**config.mk**
```make
export PLATFORM = sky130hd
export DESIGN_NAME = skt_canon
export DESIGN_NICKNAME = d
export VERILOG_FILES = /design/src/rtl/skt_pkg.sv /design/src/rtl/skt_canon.sv
export SDC_FILE = /design/constraint.sdc
export NUM_CORES = 1
export LEC_CHECK = 0
export BUFFER_PORTS_ARGS = -buffer_cell sky130_fd_sc_hd__buf_4
export CAP_MARGIN = 10
export CORE_AREA = 2 2 39 41
export DETAILED_ROUTE_END_ITERATION = 10
export DIE_AREA = 0 0 41 43
export GPL_TIMING_DRIVEN = 0
export SYNTH_ARGS = -nofsm -noshare
export SYNTH_HDL_FRONTEND = slang
export SYNTH_SLANG_ARGS = --single-unit
export TNS_END_PERCENT = 30
```
**constraint.sdc**
```tcl
create_clock -name vclk -period 1.4
set_input_delay 0.21 -clock vclk [all_inputs]
set_output_delay 0.21 -clock vclk [all_outputs]
set_load 0.01 [all_outputs]
```
**src/rtl/skt_pkg.sv**
```systemverilog
// shared constants for the sorted key table: field widths, kind and status codes
// and parameter defaults; no dependencies
package skt_pkg;

  localparam int TABLE_DEPTH_DEF = 256;
  localparam int NUM_TABLES_DEF  = 4;
  localparam int KEY_DIGITS_DEF  = 6;

  localparam int KIND_W   = 2;
  localparam int SEL_W    = 2;
  localparam int KEY_W    = 24;
  localparam int IDX_W    = 8;
  localparam int STATUS_W = 3;
  localparam int POS_W    = 8;
  localparam int COUNT_W  = 9;

  localparam logic [KIND_W-1:0] KIND_INSERT = 2'd0;
  localparam logic [KIND_W-1:0] KIND_DELETE = 2'd1;
  localparam logic [KIND_W-1:0] KIND_READ   = 2'd2;

  localparam logic [STATUS_W-1:0] ST_OK     = 3'd0;
  localparam logic [STATUS_W-1:0] ST_DUP    = 3'd1;
  localparam logic [STATUS_W-1:0] ST_EMPTY  = 3'd2;
  localparam logic [STATUS_W-1:0] ST_FULL   = 3'd3;
  localparam logic [STATUS_W-1:0] ST_BADIDX = 3'd4;

endpackage

```
**src/rtl/skt_canon.sv**
```systemverilog
// key canonicalizer: clears every nibble after the first terminating zero nibble
// depends on skt_pkg for the key port width
module skt_canon #(
  parameter int KEY_DIGITS = skt_pkg::KEY_DIGITS_DEF
) (
  input  logic [skt_pkg::KEY_W-1:0]  key_raw,
  output logic [4*KEY_DIGITS-1:0]    key_canon
);

  localparam int KB = 4 * KEY_DIGITS;

  logic [KB-1:0] key_ext;

  assign key_ext = KB'(key_raw);

  always_comb begin
    logic alive;
    logic [3:0] nib;
    alive = 1'b1;
    key_canon = '0;
    for (int d = KEY_DIGITS - 1; d >= 0; d--) begin
      nib = key_ext[4*d +: 4];
      alive = alive & (nib != 4'd0);
      key_canon[4*d +: 4] = alive ? nib : 4'd0;
    end
  end

endmodule

```
# Yosys cells after proc, flatten, opt, wreduce, memory -nomap -nowiden
# Index checks and enable logic that the tools add are counted.
# word_totals
register_bits,0
latchBits,0
ramBits,0
rom_bits,0
input_bits,24
memories,0
# classes
n_addsub,0
multipliers,0
div_mod_pow,0
magnitude_cmp,0
eq_ne,0
shifts,0
mux,6
bitwise,5
reduce_logical,6
# op_table
cell,n
$mux W4,6
$reduce_bool A4 Y1,6
$and A1 B1 Y1,5

# Logic depth before layout (Yosys ltp)
# Gate-level depths: netlist of run 1.
# depth
depth_word,7
mapped_depth,4
depth_no_buf,3

# Worst setup path before layout of run 1
# OpenSTA, ideal clock, no wires.
# synth_path
path_kind,input to output
startpoint,in key_raw[8] (netlist name)
endpoint,out key_canon[4]
arrival_time_ns,1.044
required_ns,1.190
slack_ns,0.146
path_stages,3
n_path_buf,1
path_cell_list,or4_4 > buf_6 > and3_1
# synth_via
elab_chain_len,4
# synth_lines
item,line,rtl
from (decl),skt_canon.sv:6,"input logic [skt_pkg::KEY_W-1:0] key_raw,"
$reduce_bool A4 Y1,skt_canon.sv:23,alive = alive & (nib != 4'd0);
$and A1 B1 Y1 (2 in a row),skt_canon.sv:23,
$mux W4,skt_canon.sv:24,key_canon[4*d +: 4] = alive ? nib : 4'd0;
to (decl),skt_canon.sv:7,output logic [4*KEY_DIGITS-1:0] key_canon
# No other way between the ends.

# Worst setup path in the final report of run 1
# layout_path
startpoint,in key_raw[10] (netlist name)
endpoint,out key_canon[6]
# Same word-level chain as after synthesis.

==> results of run 1 <==
[synthesized netlist by cell type, drive strengths merged]
library cell | count | area share, %
nor4 | 4 | 11
nand2 | 4 | 6.6
and2 | 8 | 22
and3 | 8 | 22
or4 | 4 | 18
nor2 | 4 | 6.6
clkbuf | 4 | 6.6
buf | 1 | 4.9
nor3 | 1 | 2.2
[cells by family after synthesis]
| family | synth area share (%) |
|---|---|
| buffers and inverters | 11.5 |
| and+or+nand+nor | 88.5 |
[layout make-up]
cell class	instances	share of cell area [%]
multi-input cells	33	40.5
plain buffers	4	1.84
repair buffers	49	55.2
well taps	16	2.45
[per-layer routing]
layer | track usage (%) | vias up
met5 | 0 | -
met4 | 0 | 0
met3 | 0.524 | 0
met2 | 22.2 | 29
met1 | 17.1 | 204
li1 | - | 232
[worst max-delay path by stage]
stage / startpoint / end / depth (start not counted)
after floorplan: key_raw[8] / key_canon[4] / 3
after global placement: key_raw[20] / key_canon[8] / 5
after detailed placement: key_raw[20] / key_canon[8] / 5
after CTS: key_raw[20] / key_canon[15] / 4
after global routing: key_raw[10] / key_canon[6] / 4
final: key_raw[10] / key_canon[6] / 4
[what timing repair did]
item | 4_1_cts | 5_1_grt
pin swaps | 5 | 18
resized for setup | 13 | 36
setup buffers | 0 | 1
setup endpoints to repair | 20 | 20
[power by group through the flow]
stage               Sequential, W  Combinational [W]  Clock, W
floorplan                       0          0.0000793         0
global placement                0           0.000216         0
detailed placement              0           0.000216         0
CTS                             0           0.000237         0
global route                    0           0.000318         0
finish                          0           0.000296         0
[metrics by stage]
step	setup WS, ps	hold WS, ps	instance area (um^2)
floorplan	146	510	229
global placement	-131	696	609
detailed placement	-128	696	609
CTS	-33.9	703	661
global route	-17.0	700	816
finish	-6.32	689	816
==> impl_metrics.tcl, run 1 <==
set metrics [dict create \
    status "finished with violations" \
    violations "setup timing" \
    multiInputGateArea_um2 330 \
    cp-end-kind "output port" \
    die-area_um2 1760 \
    fin_setup_tns_ps -7.13 \
    antenna_found_initial 0 \
    routedWlPerCell_um 11.8 \
    cts_hold_buf 0 \
    syn_area_um2 229 \
    track_usage_pct 12.6 \
    die_h_um 43 \
    finalWeightedCongestion 0.575 \
    worst_path_most_repeated_cell "buf_6" \
    hp-class "in2out" \
    required_ps 1190 \
    place_inst 102 \
    fin_crit_sh_pct 100 \
    drc_errors 0 \
    ios 48 \
    syn_to_final_growth_pct 256 \
    synth.distinct_cells 11 \
    power_w 0.000296 \
    swShare_pct 37.0 \
    start_kind "input pin" \
    syn_avg_cell_area_um2 6.03 \
    path_buf_inv 2 \
    drt-met1-wl_um 408 \
    initial_core_util_pct 16.5 \
    p_leak_nw 0.385 \
    ant_nets 0 \
    min_period_ps 1410 \
    grt-ovfl-total 0 \
    seq_cells 0 \
    vias 465 \
    netlist_instances 38 \
    fin_util_pct 59.0 \
    critPathTopFamily "simple AND/OR/NAND/NOR gates" \
    synth_nets 62 \
    mostFrequentLayoutCell "buf_4" \
    p_switching_w 0.000110 \
    min_to "key_canon[23]" \
    route.met2.wl_um 678 \
    avgViaCountPerCell 4.56 \
    cp.arrival_ps 1200 \
    drive_gt1_share_pct 87.2 \
    rows 14 \
    highest_layer "met3" \
    hold_violations 0 \
    grt_pass1_wl_mm 1.67 \
    grt_pass1_vias 401 \
    p_clk_share_pct 0 \
    maxCapViolCount 0 \
    met3_length_um 116 \
    die_x_um 41 \
    n_clock_buffer 0 \
    regArea_um2 0 \
    crit_type "in2out" \
    power.share.combinational_pct 100.0 \
    drt_iter0_drc 0 \
    setup_viol 2 \
    antenna_cells 0 \
    drt-pass1-iter-count 1 \
    fp.coreArea_um2 1380 \
    rsz0062_at_grt "true" \
    holdCritStartpoint "key_raw[23]" \
    ir_drop_uv 148 \
    drv_slew 0 \
    io_buffers 48 \
    grt_max_degree 9 \
    finalWorstSetupSlack_ps -6.32 \
    internal-power_w 0.000187 \
    mostFrequentLayoutCells "buf_4 (28), buf_6 (20), and3_4 (8)" \
    hold_depth 3 \
    wirelength_mm 1.20 \
    crit_path_max_incr_delay_ps 580 \
    fmaxAchievable_mhz 711 \
    nNetsFinal 112 \
    powerDensity_nw_per_um2 363 \
    crit_path_top_delay_cell "or4_4" \
    ys_warn_count 0 \
    synth.yosys.seq_area_share_pct 0 \
    slew_headroom_pct 78.9 \
    pwr-share-seq_pct 0 \
    layoutNonFillerInstCount 102 \
    worst_pin_slew_ps 316 \
    fillers 143 \
    crit_chain "buf_6, or4_4, and3_4, buf_6" \
    worst-path-max-fanout 8 \
]
(Power assumes the default switching activity.)
==> run 2: changes to the inputs <==
- CAP_MARGIN: 10 -> 30
- CELL_PAD_IN_SITES_DETAIL_PLACEMENT: unset -> 1
- CELL_PAD_IN_SITES_GLOBAL_PLACEMENT: unset -> 1
- CORE_AREA: 2 2 39 41 -> unset
- CORE_UTILIZATION: unset -> 13
- DIE_AREA: 0 0 41 43 -> unset
- PLACE_DENSITY_LB_ADDON: unset -> 0.1
==> run 2 against run 1 <==
Compared with the run above:
- the run still ends with setup timing left
- worst hold slack improved by 10 ps
- setup slack better by 4.3 ps
- die area increased by 9.6%
- sequential cell count stayed put
- sequential share of layout area unchanged
- clock-buffer cell count is the same
- via count is 1.3% higher
- critical endpoint is now key_canon[13]
==> impl_metrics.tcl, run 2 (synthesis gave the netlist of run 1 again) <==
set metrics [dict create \
    io_buffers 48 \
    track_usage_pct 12.1 \
    wirelength_mm 1.24 \
    slew_headroom_pct 72.6 \
    antenna_cells 0 \
    ios 48 \
    violations "setup timing" \
    die_h_um 44.0 \
    crit_chain "buf_4, or4_4, and3_4, buf_6" \
    drt_iter0_drc 7 \
    cp.arrival_ps 1190 \
    setup_viol 2 \
    drt-pass1-iter-count 6 \
    worst-path-max-fanout 4 \
    fmaxAchievable_mhz 713 \
    grt_pass1_wl_mm 1.86 \
    required_ps 1190 \
    initial_core_util_pct 14.5 \
    ant_nets 0 \
    hold_ws_ps 699 \
    fillers 195 \
    antenna_found_initial 0 \
    finalWorstSetupSlack_ps -2.01 \
    crit_path_top_delay_cell "or4_4" \
    fin_crit_sh_pct 100 \
    dp_hpwl_um 947 \
    drc_errors 0 \
    ir_drop_uv 125 \
    grt_pass1_vias 419 \
    hp-class "in2out" \
    finalWeightedCongestion 0.738 \
    dpl_cell_area_um2 609 \
    maxCapViolCount 0 \
    n_clock_buffer 0 \
    mostFrequentLayoutCells "buf_4 (31), buf_6 (17), and3_4 (8)" \
    cp-end-kind "output port" \
    rows 14 \
    seq_cells 0 \
    vias 471 \
    routedWlPerCell_um 12.2 \
    crit_type "in2out" \
    rsz0062_at_grt "true" \
    grt-ovfl-total 0 \
    avgViaCountPerCell 4.66 \
    regArea_um2 0 \
    grt_max_degree 9 \
    drv_slew 0 \
    drive_gt1_share_pct 82.4 \
    nNetsFinal 111 \
    fp.coreArea_um2 1580 \
    mostFrequentLayoutCell "buf_4" \
    start_kind "input pin" \
    p_leak_nw 0.371 \
    worst_pin_slew_ps 409 \
    fin_area_um2 768 \
    hold_violations 0 \
    min_period_ps 1400 \
    die-area_um2 1930 \
    status "finished with violations" \
    syn_to_final_growth_pct 236 \
    powerDensity_nw_per_um2 365 \
    die_x_um 44.0 \
    crit_path_max_incr_delay_ps 540 \
]
-- run 2: layout make-up --
class                      instances  area [um^2]  share of cell area (%)
multi-input combinational         33          309                    40.2
tap                               16         20.0                    2.61
buffer                             4         15.0                    1.95
timing repair buffer              48          424                    55.2
-- run 2: critical path, delay by kind of cell --
family,cells,cell delay [ps]
buffers and inverters,2,240
and+or+nand+nor,2,740
-- run 2: path summary, 6_finish.rpt --
path / start / endpoint / cells after the start
worst max-delay path: key_raw[17] / key_canon[13] / 4
worst min-delay path: key_raw[21] / key_canon[21] / 3
-- run 2: timing repair --
item / in CTS / in global routing
hold buffers: 0 / 0
endpoints found under the setup margin: 20 / 17
setup buffers: 0 / 0
pin swaps: 15 / 2
resized for setup: 35 / 3
-- run 2: routing by layer --
metal,vias to the layer above,wire length (um),global-route usage (%)
met5,-,0,0
met4,0,0,0
met3,0,173,2.92
met2,40,516,21.5
met1,202,545,15.8
li1,229,-,-
-- run 2: where the power goes --
| group | leakage [nW] | switching [W] | internal, W |
|---|---|---|---|
| clock network | 0 | 0 | 0 |
| logic | 0.371 | 0.000105 | 0.000176 |
| registers | 0 | 0 | 0 |
| total | 0.371 | 0.000105 | 0.000176 |
-- run 2: per-stage QoR --
step / util, % / setup slack (ps) / setup TNS (ps) / power (W) / cells
detailed placement: 38.7 / -153 / -1580 / 0.000219 / 102
CTS: 47.4 / -13.5 / -13.5 / 0.000275 / 101
floorplan: - / 146 / 0 / 0.0000793 / 38
global route: 48.7 / -38.6 / -207 / 0.000300 / 101
finish: 48.7 / -2.01 / -2.19 / 0.000281 / 101
global placement: 38.7 / -158 / -1570 / 0.000218 / 102
